## config.mk

```make
export PLATFORM = sky130hd
export DESIGN_NAME = current_peak_average_monitor
export DESIGN_NICKNAME = d
export VERILOG_FILES = /design/src/cpam_pkg.sv /design/src/cpam_front.sv /design/src/cpam_fifo.sv /design/src/cpam_back.sv /design/src/current_peak_average_monitor.sv
export SDC_FILE = /design/constraint.sdc
export NUM_CORES = 1
export LEC_CHECK = 0
export ABC_AREA = 0
export BUFFER_PORTS_ARGS = -buffer_cell sky130_fd_sc_hd__buf_2
export CORE_MARGIN = 5
export CORE_UTILIZATION = 55
export CTS_BUF_LIST = sky130_fd_sc_hd__clkbuf_8
export CTS_CLUSTER_DIAMETER = 150
export DETAILED_ROUTE_END_ITERATION = 6
export PLACE_DENSITY_LB_ADDON = 0.2
export RECOVER_POWER = 50
export SLEW_MARGIN = 10
export SYNTH_ARGS = -nofsm -noshare
export SYNTH_HDL_FRONTEND = slang
export SYNTH_SLANG_ARGS = --single-unit
```

## constraint.sdc

```tcl
create_clock -name clk -period 17.3 [get_ports clk]
set_input_delay 1.73 -clock clk [delete_from_list [all_inputs] [get_ports clk]]
set_output_delay 1.73 -clock clk [all_outputs]
set_load 0.01 [all_outputs]
```

## src/cpam_pkg.sv

```systemverilog
// Shared types, constants and functions of the current peak/average monitor.
`timescale 1ns / 1ps

package cpam_pkg;

	localparam int SAMPLE_W   = 10;
	localparam int COUNT_W    = 16;
	localparam int CURRENT_W  = 13;
	localparam int SCALE_W    = 12;
	localparam int CFG_IDX_W  = 3;
	localparam int CFG_DATA_W = 16;
	localparam int FIFO_DEPTH = 4;
	localparam int FIFO_PTR_W = $clog2(FIFO_DEPTH);
	localparam int FIFO_CNT_W = $clog2(FIFO_DEPTH + 1);
	// Divide by 512 after scaling.
	localparam int SCALE_SHIFT = 9;

	typedef logic [CFG_IDX_W-1:0] cfg_idx_t;

	localparam cfg_idx_t REG_ZERO_OFFSET    = 3'd0;
	localparam cfg_idx_t REG_RECTIFY_ON     = 3'd1;
	localparam cfg_idx_t REG_AVERAGING_ON   = 3'd2;
	localparam cfg_idx_t REG_MODEL_RANGE    = 3'd3;
	localparam cfg_idx_t REG_PERIOD_SAMPLES = 3'd4;

	typedef enum logic [1:0] {
		RANGE_500  = 2'd0,
		RANGE_2000 = 2'd1,
		RANGE_3000 = 2'd2
	} range_t;

	typedef struct packed {
		logic [SAMPLE_W-1:0] zero_offset;
		logic                rectify_on;
		logic [COUNT_W-1:0]  period_samples;
	} cfg_front_t;

	typedef struct packed {
		logic       averaging_on;
		logic [1:0] model_range;
	} cfg_back_t;

	// Full scale in milliamp units; the unused code takes the largest range.
	function automatic logic [SCALE_W-1:0] full_scale(input logic [1:0] code);
		logic [SCALE_W-1:0] fs;
		unique case (code)
			RANGE_500:  fs = 12'd500;
			RANGE_2000: fs = 12'd2000;
			default:    fs = 12'd3000;
		endcase
		return fs;
	endfunction

endpackage

```

## src/cpam_front.sv

```systemverilog
// Sample front end: offset correction, rectification, period peak tracking.
`timescale 1ns / 1ps

module cpam_front (
	input  logic                          clk,
	input  logic                          arst_n,
	input  cpam_pkg::cfg_front_t          cfg,
	input  logic                          in_valid,
	output logic                          in_stall,
	input  logic [cpam_pkg::SAMPLE_W-1:0] sample,
	output logic                          push_valid,
	output logic [cpam_pkg::SAMPLE_W-1:0] push_peak,
	input  logic                          push_full
);
	import cpam_pkg::*;

	logic [SAMPLE_W-1:0] running_peak_q;
	logic [COUNT_W-1:0]  sample_count_q;

	logic                accept;
	logic signed [SAMPLE_W:0] diff;
	logic signed [SAMPLE_W:0] corrected;
	logic [SAMPLE_W-1:0] peak_next;
	logic [COUNT_W-1:0]  count_next;
	logic [COUNT_W-1:0]  period;
	logic                period_end;

	assign in_stall = push_full;
	assign accept   = in_valid && !push_full;

	always_comb begin
		diff      = $signed({1'b0, sample}) - $signed({1'b0, cfg.zero_offset});
		corrected = (cfg.rectify_on && diff[SAMPLE_W]) ? -diff : diff;
		// Negative values never beat a peak that starts at zero.
		if (!corrected[SAMPLE_W] && (corrected[SAMPLE_W-1:0] > running_peak_q)) begin
			peak_next = corrected[SAMPLE_W-1:0];
		end else begin
			peak_next = running_peak_q;
		end
		period     = (cfg.period_samples == '0) ? COUNT_W'(1) : cfg.period_samples;
		count_next = sample_count_q + COUNT_W'(1);
		period_end = (count_next == '0) || (count_next >= period);
	end

	assign push_valid = accept && period_end;
	assign push_peak  = peak_next;

	always_ff @(posedge clk or negedge arst_n) begin
		if (!arst_n) begin
			running_peak_q <= '0;
			sample_count_q <= '0;
		end else if (accept) begin
			running_peak_q <= period_end ? '0 : peak_next;
			sample_count_q <= period_end ? '0 : count_next;
		end
	end

endmodule

```

## src/cpam_fifo.sv

```systemverilog
// Short peak queue between the sample front end and the window back end.
`timescale 1ns / 1ps

module cpam_fifo (
	input  logic                          clk,
	input  logic                          arst_n,
	input  logic                          push_valid,
	input  logic [cpam_pkg::SAMPLE_W-1:0] push_peak,
	output logic                          full,
	output logic                          pop_valid,
	output logic [cpam_pkg::SAMPLE_W-1:0] pop_peak,
	input  logic                          pop_ready
);
	import cpam_pkg::*;

	logic [SAMPLE_W-1:0]   slot_q [FIFO_DEPTH];
	logic [FIFO_PTR_W-1:0] wr_ptr_q;
	logic [FIFO_PTR_W-1:0] rd_ptr_q;
	logic [FIFO_CNT_W-1:0] count_q;
	logic                  do_push;
	logic                  do_pop;

	assign full      = (count_q == FIFO_CNT_W'(FIFO_DEPTH));
	assign pop_valid = (count_q != '0);
	assign pop_peak  = slot_q[rd_ptr_q];
	assign do_push   = push_valid && !full;
	assign do_pop    = pop_valid && pop_ready;

	always_ff @(posedge clk) begin
		if (do_push) begin
			slot_q[wr_ptr_q] <= push_peak;
		end
	end

	always_ff @(posedge clk or negedge arst_n) begin
		if (!arst_n) begin
			wr_ptr_q <= '0;
			rd_ptr_q <= '0;
			count_q  <= '0;
		end else begin
			if (do_push) begin
				wr_ptr_q <= wr_ptr_q + FIFO_PTR_W'(1);
			end
			if (do_pop) begin
				rd_ptr_q <= rd_ptr_q + FIFO_PTR_W'(1);
			end
			case ({do_push, do_pop})
				2'b10:   count_q <= count_q + FIFO_CNT_W'(1);
				2'b01:   count_q <= count_q - FIFO_CNT_W'(1);
				default: count_q <= count_q;
			endcase
		end
	end

endmodule

```

## src/cpam_back.sv

```systemverilog
// Window back end: moving-window sum, average and milliamp scaling pipeline.
`timescale 1ns / 1ps

module cpam_back #(
	parameter int WINDOW_DEPTH = 16
) (
	input  logic                           clk,
	input  logic                           arst_n,
	input  cpam_pkg::cfg_back_t            cfg,
	input  logic                           pop_valid,
	input  logic [cpam_pkg::SAMPLE_W-1:0]  pop_peak,
	output logic                           pop_ready,
	output logic                           out_valid,
	input  logic                           out_stall,
	output logic [cpam_pkg::SAMPLE_W-1:0]  period_peak,
	output logic [cpam_pkg::SAMPLE_W-1:0]  average_peak,
	output logic [cpam_pkg::CURRENT_W-1:0] current_ma
);
	import cpam_pkg::*;

	localparam int PTR_W = (WINDOW_DEPTH > 1) ? $clog2(WINDOW_DEPTH) : 1;
	localparam int SUM_W = $clog2(WINDOW_DEPTH * 1023 + 1);
	localparam int LG    = $clog2(WINDOW_DEPTH);
	localparam int SH    = SUM_W + LG;
	localparam int RW    = SUM_W + 2;
	localparam int PW    = SUM_W + RW;
	// Rounded-up reciprocal: exact floor division for every SUM_W-bit sum.
	localparam longint unsigned RECIP =
		((longint'(1) << SH) + longint'(WINDOW_DEPTH) - 1) / longint'(WINDOW_DEPTH);
	localparam int MW    = SAMPLE_W + SCALE_W;

	logic [SAMPLE_W-1:0] win_mem [WINDOW_DEPTH];
	logic [WINDOW_DEPTH-1:0] win_vld_q;
	logic [PTR_W-1:0]    ptr_q;
	logic [PTR_W-1:0]    ptr_inc;
	logic [PTR_W-1:0]    rd_addr;
	logic [SUM_W-1:0]    window_sum_q;
	logic [SUM_W-1:0]    sum_new;
	logic [SAMPLE_W-1:0] old_entry;
	logic                pop_take;

	logic                v_s1, v_s2, v_s3, v_s4;
	logic                adv1, adv2, adv3, adv4;
	logic [SAMPLE_W-1:0] peak_s1, peak_s2, peak_s3, peak_s4;
	logic [SAMPLE_W-1:0] old_mem_s1;
	logic                old_vld_s1;
	logic                byp_s1;
	logic [SAMPLE_W-1:0] byp_data_s1;
	logic [SUM_W-1:0]    sum_s2;
	logic [SAMPLE_W-1:0] avg_s3, avg_s4;
	logic [CURRENT_W-1:0] ma_s4;

	logic [PW-1:0]       avg_prod;
	logic [SAMPLE_W-1:0] sel;
	logic [MW-1:0]       ma_prod;

	// Stage handshake: a stage advances when the next one is empty or moving.
	assign adv4      = v_s4 && !out_stall;
	assign adv3      = v_s3 && (!v_s4 || adv4);
	assign adv2      = v_s2 && (!v_s3 || adv3);
	assign adv1      = v_s1 && (!v_s2 || adv2);
	assign pop_ready = !v_s1 || adv1;
	assign pop_take  = pop_valid && pop_ready;

	assign ptr_inc = (ptr_q == PTR_W'(WINDOW_DEPTH - 1)) ? '0 : ptr_q + PTR_W'(1);
	// The incoming peak reads the slot after any slot written this cycle, else the current one.
	assign rd_addr = adv1 ? ptr_inc : ptr_q;

	always_comb begin
		if (byp_s1) begin
			old_entry = byp_data_s1;
		end else if (old_vld_s1) begin
			old_entry = old_mem_s1;
		end else begin
			old_entry = '0;
		end
		sum_new  = window_sum_q - SUM_W'(old_entry) + SUM_W'(peak_s1);
		avg_prod = PW'(sum_s2) * PW'(RECIP);
		sel      = cfg.averaging_on ? avg_s3 : peak_s3;
		ma_prod  = MW'(sel) * MW'(full_scale(cfg.model_range));
	end

	always_ff @(posedge clk) begin
		if (adv1) begin
			win_mem[ptr_q] <= peak_s1;
		end
		if (pop_take) begin
			old_mem_s1  <= win_mem[rd_addr];
			old_vld_s1  <= win_vld_q[rd_addr];
			byp_s1      <= adv1 && (rd_addr == ptr_q);
			byp_data_s1 <= peak_s1;
			peak_s1     <= pop_peak;
		end
		if (adv1) begin
			peak_s2 <= peak_s1;
			sum_s2  <= sum_new;
		end
		if (adv2) begin
			peak_s3 <= peak_s2;
			avg_s3  <= avg_prod[SH+SAMPLE_W-1:SH];
		end
		if (adv3) begin
			peak_s4 <= peak_s3;
			avg_s4  <= avg_s3;
			ma_s4   <= ma_prod[SCALE_SHIFT+CURRENT_W-1:SCALE_SHIFT];
		end
	end

	always_ff @(posedge clk or negedge arst_n) begin
		if (!arst_n) begin
			v_s1         <= 1'b0;
			v_s2         <= 1'b0;
			v_s3         <= 1'b0;
			v_s4         <= 1'b0;
			ptr_q        <= '0;
			window_sum_q <= '0;
			win_vld_q    <= '0;
		end else begin
			v_s1 <= pop_take || (v_s1 && !adv1);
			v_s2 <= adv1 || (v_s2 && !adv2);
			v_s3 <= adv2 || (v_s3 && !adv3);
			v_s4 <= adv3 || (v_s4 && !adv4);
			if (adv1) begin
				ptr_q            <= ptr_inc;
				window_sum_q     <= sum_new;
				win_vld_q[ptr_q] <= 1'b1;
			end
		end
	end

	assign out_valid    = v_s4;
	assign period_peak  = peak_s4;
	assign average_peak = avg_s4;
	assign current_ma   = ma_s4;

endmodule

```

## src/current_peak_average_monitor.sv

```systemverilog
// Top level of the current peak and moving-average monitor.
//
//   channel  | handshake            | payload
//   ---------+----------------------+-------------------------------------------
//   input    | in_valid / in_stall  | sample
//   output   | out_valid / out_stall| period_peak, average_peak, current_ma
//   config   | cfg_we               | cfg_index, cfg_data
//
// One sample is taken every cycle while in_stall is low; the front end handles it in the cycle it is taken.
// A period result reaches the output through a four-entry queue and a four-stage
// window/average/scale pipeline; results stream at one per cycle while out_stall is low.
// The window store has per-entry valid bits, so reset
// is immediate with no clearing pass. in_stall rises only when the queue is full, which
// happens only when out_stall has held results back.
`timescale 1ns / 1ps

module current_peak_average_monitor #(
	parameter int WINDOW_DEPTH = 16
) (
	input  logic                            clk,
	input  logic                            arst_n,
	input  logic                            cfg_we,
	input  logic [cpam_pkg::CFG_IDX_W-1:0]  cfg_index,
	input  logic [cpam_pkg::CFG_DATA_W-1:0] cfg_data,
	input  logic                            in_valid,
	output logic                            in_stall,
	input  logic [cpam_pkg::SAMPLE_W-1:0]   sample,
	output logic                            out_valid,
	input  logic                            out_stall,
	output logic [cpam_pkg::SAMPLE_W-1:0]   period_peak,
	output logic [cpam_pkg::SAMPLE_W-1:0]   average_peak,
	output logic [cpam_pkg::CURRENT_W-1:0]  current_ma
);
	import cpam_pkg::*;

	cfg_front_t          cfg_front_q;
	cfg_back_t           cfg_back_q;
	logic                push_valid;
	logic [SAMPLE_W-1:0] push_peak;
	logic                fifo_full;
	logic                pop_valid;
	logic [SAMPLE_W-1:0] pop_peak;
	logic                pop_ready;

	always_ff @(posedge clk or negedge arst_n) begin
		if (!arst_n) begin
			cfg_front_q.zero_offset    <= '0;
			cfg_front_q.rectify_on     <= 1'b1;
			cfg_front_q.period_samples <= 16'd320;
			cfg_back_q.averaging_on    <= 1'b0;
			cfg_back_q.model_range     <= RANGE_500;
		end else if (cfg_we) begin
			// Drop writes to indexes outside the register list.
			unique case (cfg_index)
				REG_ZERO_OFFSET:    cfg_front_q.zero_offset    <= cfg_data[SAMPLE_W-1:0];
				REG_RECTIFY_ON:     cfg_front_q.rectify_on     <= cfg_data[0];
				REG_AVERAGING_ON:   cfg_back_q.averaging_on    <= cfg_data[0];
				REG_MODEL_RANGE:    cfg_back_q.model_range     <= cfg_data[1:0];
				REG_PERIOD_SAMPLES: cfg_front_q.period_samples <= cfg_data[COUNT_W-1:0];
				default: ;
			endcase
		end
	end

	cpam_front u_front (
		.clk        (clk),
		.arst_n     (arst_n),
		.cfg        (cfg_front_q),
		.in_valid   (in_valid),
		.in_stall   (in_stall),
		.sample     (sample),
		.push_valid (push_valid),
		.push_peak  (push_peak),
		.push_full  (fifo_full)
	);

	cpam_fifo u_fifo (
		.clk        (clk),
		.arst_n     (arst_n),
		.push_valid (push_valid),
		.push_peak  (push_peak),
		.full       (fifo_full),
		.pop_valid  (pop_valid),
		.pop_peak   (pop_peak),
		.pop_ready  (pop_ready)
	);

	cpam_back #(
		.WINDOW_DEPTH (WINDOW_DEPTH)
	) u_back (
		.clk          (clk),
		.arst_n       (arst_n),
		.cfg          (cfg_back_q),
		.pop_valid    (pop_valid),
		.pop_peak     (pop_peak),
		.pop_ready    (pop_ready),
		.out_valid    (out_valid),
		.out_stall    (out_stall),
		.period_peak  (period_peak),
		.average_peak (average_peak),
		.current_ma   (current_ma)
	);

endmodule

```

==> impl_summary.txt <==
----------------------------------------------------
[Floorplan]
  Y dimension of the die ... just over 200 um
  Boundary pin count ... 69
  Core outline area ... 37700 um^2
  Initial standard-cell utilization of the core ... a little under three fifths
  Die X ... roughly 200 um
  Floorplan row count ... a little over 70
  Area of the die ... 42200 um^2

[GRT]
  Pin count of the biggest net entering global routing ... 74
  Global Route met2 Usage ... between 30% and 40%
  Most Crowded Layer GR ... met2
  Remaining Overflow, GRT ... 0
  Met1 track demand over resource in global routing ... a little under a third
  Via count of the first global-routing pass ... about 14000
  Global routing met3 resource utilization ... roughly 5.0%
  GRT Resource Usage Total ... 21.8%
  Initial antenna violation count ... 2
  Wire length of the first global-routing pass ... slightly above 70 mm

[Final layout]
  Proportion of layout cells with a drive suffix above 1 ... 12.1%
  Commonest cells after routing, fill and taps aside ... edfxtp_1, nand2_1, inv_1
  Layout overhead on the synthesized area ... 9.52%
  Post-route core utilization ... about three fifths
  Fin nets ... around 2100
  Count of fill cells added during filler insertion ... ~3100
  Most common library cell in the layout ignoring fill and taps ... edfxtp_1

[Detailed routing]
  Total number of vias ... around 13000
  Final antenna-violating net count ... 0
  Wire per inst ... 18.8 um
  Via-to-Cell Ratio ... 5.60
  Routed WL ... 45.1 mm
  Detailed-routing iteration count for the pre-antenna-repair pass ... 5
  Residual DRC count ... 0
  DR iter-0 viols ... approximately 1000

[Setup path]
  Internal reg-to-reg setup slack ... roughly 11 ns
  Critical path type ... reg -> reg
  Kind of launch point of the worst setup path ... flip-flop
  Capturing element type of the critical path ... flip-flop
  Arrival time at the worst endpoint ... 6.76 ns
  Largest driver fanout on the critical path ... 11
  Required time worst endpoint ... roughly 18 ns

[Timing]
  Unrepaired setup endpoints after global routing ... false
  Worst Hold Slack ... 0.404 ns
  Final number of hold-violating endpoints ... 0
  Transition time at the pin with the least slew margin ... 3.61 ns
  Setup total negative slack ... 0 ns
  Count of final max-slew check failures ... around 180
  Worst slew margin relative to its limit ... -140%
  Setup WS post-layout ... ~11 ns
  Setup violators final ... 0
  Max Fclk ... about 0.16 GHz
  Fin Clk Skew ... between 0.02 and 0.03 ns
  Crit share post-route ... a little under two fifths
  Clock period minus worst slack ... between 6 and 7 ns

[Outcome]
  Violated checks ... capacitance limit, slew limit
  Run status ... finished, violations left

[Synth]
  Top_reg_cell synth ... edfxtp_1
  Count of yosys warnings during synthesis ... 0
  Distinct cell type count of the synthesized netlist ... between 70 and 80
  Net count after synthesis ... 1974
  Synthesized area ... 21000 um^2
  Seq/Total Area, Yosys ... between 50% and 60%
  Top-area cell type share of the netlist area ... between 40% and 50%
  Dominant cell type by area after synthesis ... edfxtp_1
  Post-synthesis async set-or-reset flop share ... around a quarter
  Number of register bits inferred by synthesis ... 406
  Main area contributors after synthesis ... edfxtp_1, dfrtp_1, ha_1, fa_1, nand2_1
  Number of enable-type register cells in the synthesized netlist ... just over 300
  Mean Syn Cell Area ... around 12 um^2
  Instance count of the mapped netlist ... approximately 1800

[Placed design]
  Pre-CTS WS ... 10.92 ns
  Total half-perimeter wirelength after legalization and detailed placement ... 30.3 mm
  Gp weighted congestion ... just under 0.9
  Number of input and output port buffers inserted ... 68

[Clock network]
  Level count of the clock H-tree ... 3
  Post-CTS Resized ... 0
  Setup Fix Bufs, Post-CTS ... 0
  Clock-pin slew on the worst setup and hold paths ... about 0.060 ns
  CTS tree ... yes
  Clock Path Buffers ... 3
  Number of buffers created by CTS ... between 60 and 70
  Clock tree root driver cell ... clkbuf_8
  Sinks on Clock Net ... around 400
  Clock Latency Late Sink ... 0.61 ns
  Hold bufs inserted after CTS ... 0

[Worst hold path]
  Min-Delay Path Class ... reg -> reg

[Flow run]
  Max capacitance violation total ... 5

----------------------------------------------------
per-layer routing:
layer / share of wire (%) / wire length, um
met2: 47 / 21100
met3: 6.6 / 3000
met4: 1.9 / 871
met5: 0.029 / 13
met1: 45 / 20200
cells in the mapped netlist, types with 4 or more instances:
library cell  count
o21ai_0          64
dfrtp_1          98
xor2_1           21
mux2i_1           9
nand2_1         278
nor2_1           75
ha_1            119
edfxtp_1        305
o31ai_1           4
xnor2_1          44
a21oi_1          23
a311o_1          12
and3_1           30
buf_2            11
clkbuf_1         39
nand4_1          10
o21a_1            5
nor2b_1          15
a31oi_1          17
inv_1           166
or2_2            24
mux2_2           22
o21bai_1          6
a21o_1           15
and2_1           22
nand3_1          73
a22o_1           24
mux4_2           10
nor3_1           22
nand2b_1         13
a311oi_1         23
fa_1             68
buf_4             4
nor4_1            6
buf_1             9
registers in the layout, summed over array words and instances (netlist names), 13 cells and up:
name,cells
cfg_front_q,27
u_back.current_ma,13
u_back.win_mem,160
u_back.win_vld_q,16
u_back.window_sum_q,14
u_fifo.slot_q,40
u_front.sample_count_q,16
kinds of logic (layout without fill, tap and decap cells):
logic type	Yosys count	after routing	share of synthesized area (%)
mux	41	41	2.68
simple gates	586	586	13.0
other cells	1	2	0.0179
buf+inv	236	370	4.46
compound gates	230	230	7.79
xor+xnor	66	66	2.79
flops	406	406	55.7
fa+ha+maj	187	187	13.6
critical path: stages, from the launching register on:
cell	delay [ns]
dfrtp_1	0.67
mux2i_1	0.60
clkinv_1	0.40
nand2_1	0.16
fa_1	0.45
fa_1	0.55
inv_1	0.06
fa_1	0.50
fa_1	0.54
inv_1	0.05
fa_1	0.53
inv_1	0.04
ha_1	0.31
o2111a_1	0.21
nand2_1	0.06
a21oi_1	0.31
a41o_1	0.30
nor4_1	0.06
nor3_1	0.25
xnor2_1	0.10
layout make-up:
type | count | area, um^2 | share of cell area, %
sequential | 406 | 11700 | 50.8
inverter | 170 | 638 | 2.78
tap | 511 | 639 | 2.78
multi-input combinational | 1111 | 8380 | 36.4
antenna | 1 | 2.50 | 0.0109
clock buffer | 74 | 1020 | 4.43
timing repair buffer | 78 | 392 | 1.70
clock inverter | 48 | 234 | 1.02
final timing paths:
check                                   from                         end  cells past startpoint
setup reg to reg               cfg_back_q[2]       u_back.current_ma[12]                     19
max in group asynchronous             arst_n  u_front.sample_count_q[15]                      2
setup / recovery               cfg_back_q[2]       u_back.current_ma[12]                     19
hold / removal             u_back.sum_s2[12]            u_back.avg_s3[8]                      0
min in group asynchronous             arst_n         u_back.win_vld_q[5]                      1
hold reg to reg            u_back.sum_s2[12]            u_back.avg_s3[8]                      0
through the flow:
step                cell area, um^2  cells
floorplan                     21000   1753
finish                        23000   2399
global route                  23000   2398
detailed placement            21800   2275
global placement              21800   2275
CTS                           23000   2397
Power is not shown: default switching activity piles up to over one toggle a cycle in this logic, so the estimate is an artifact.
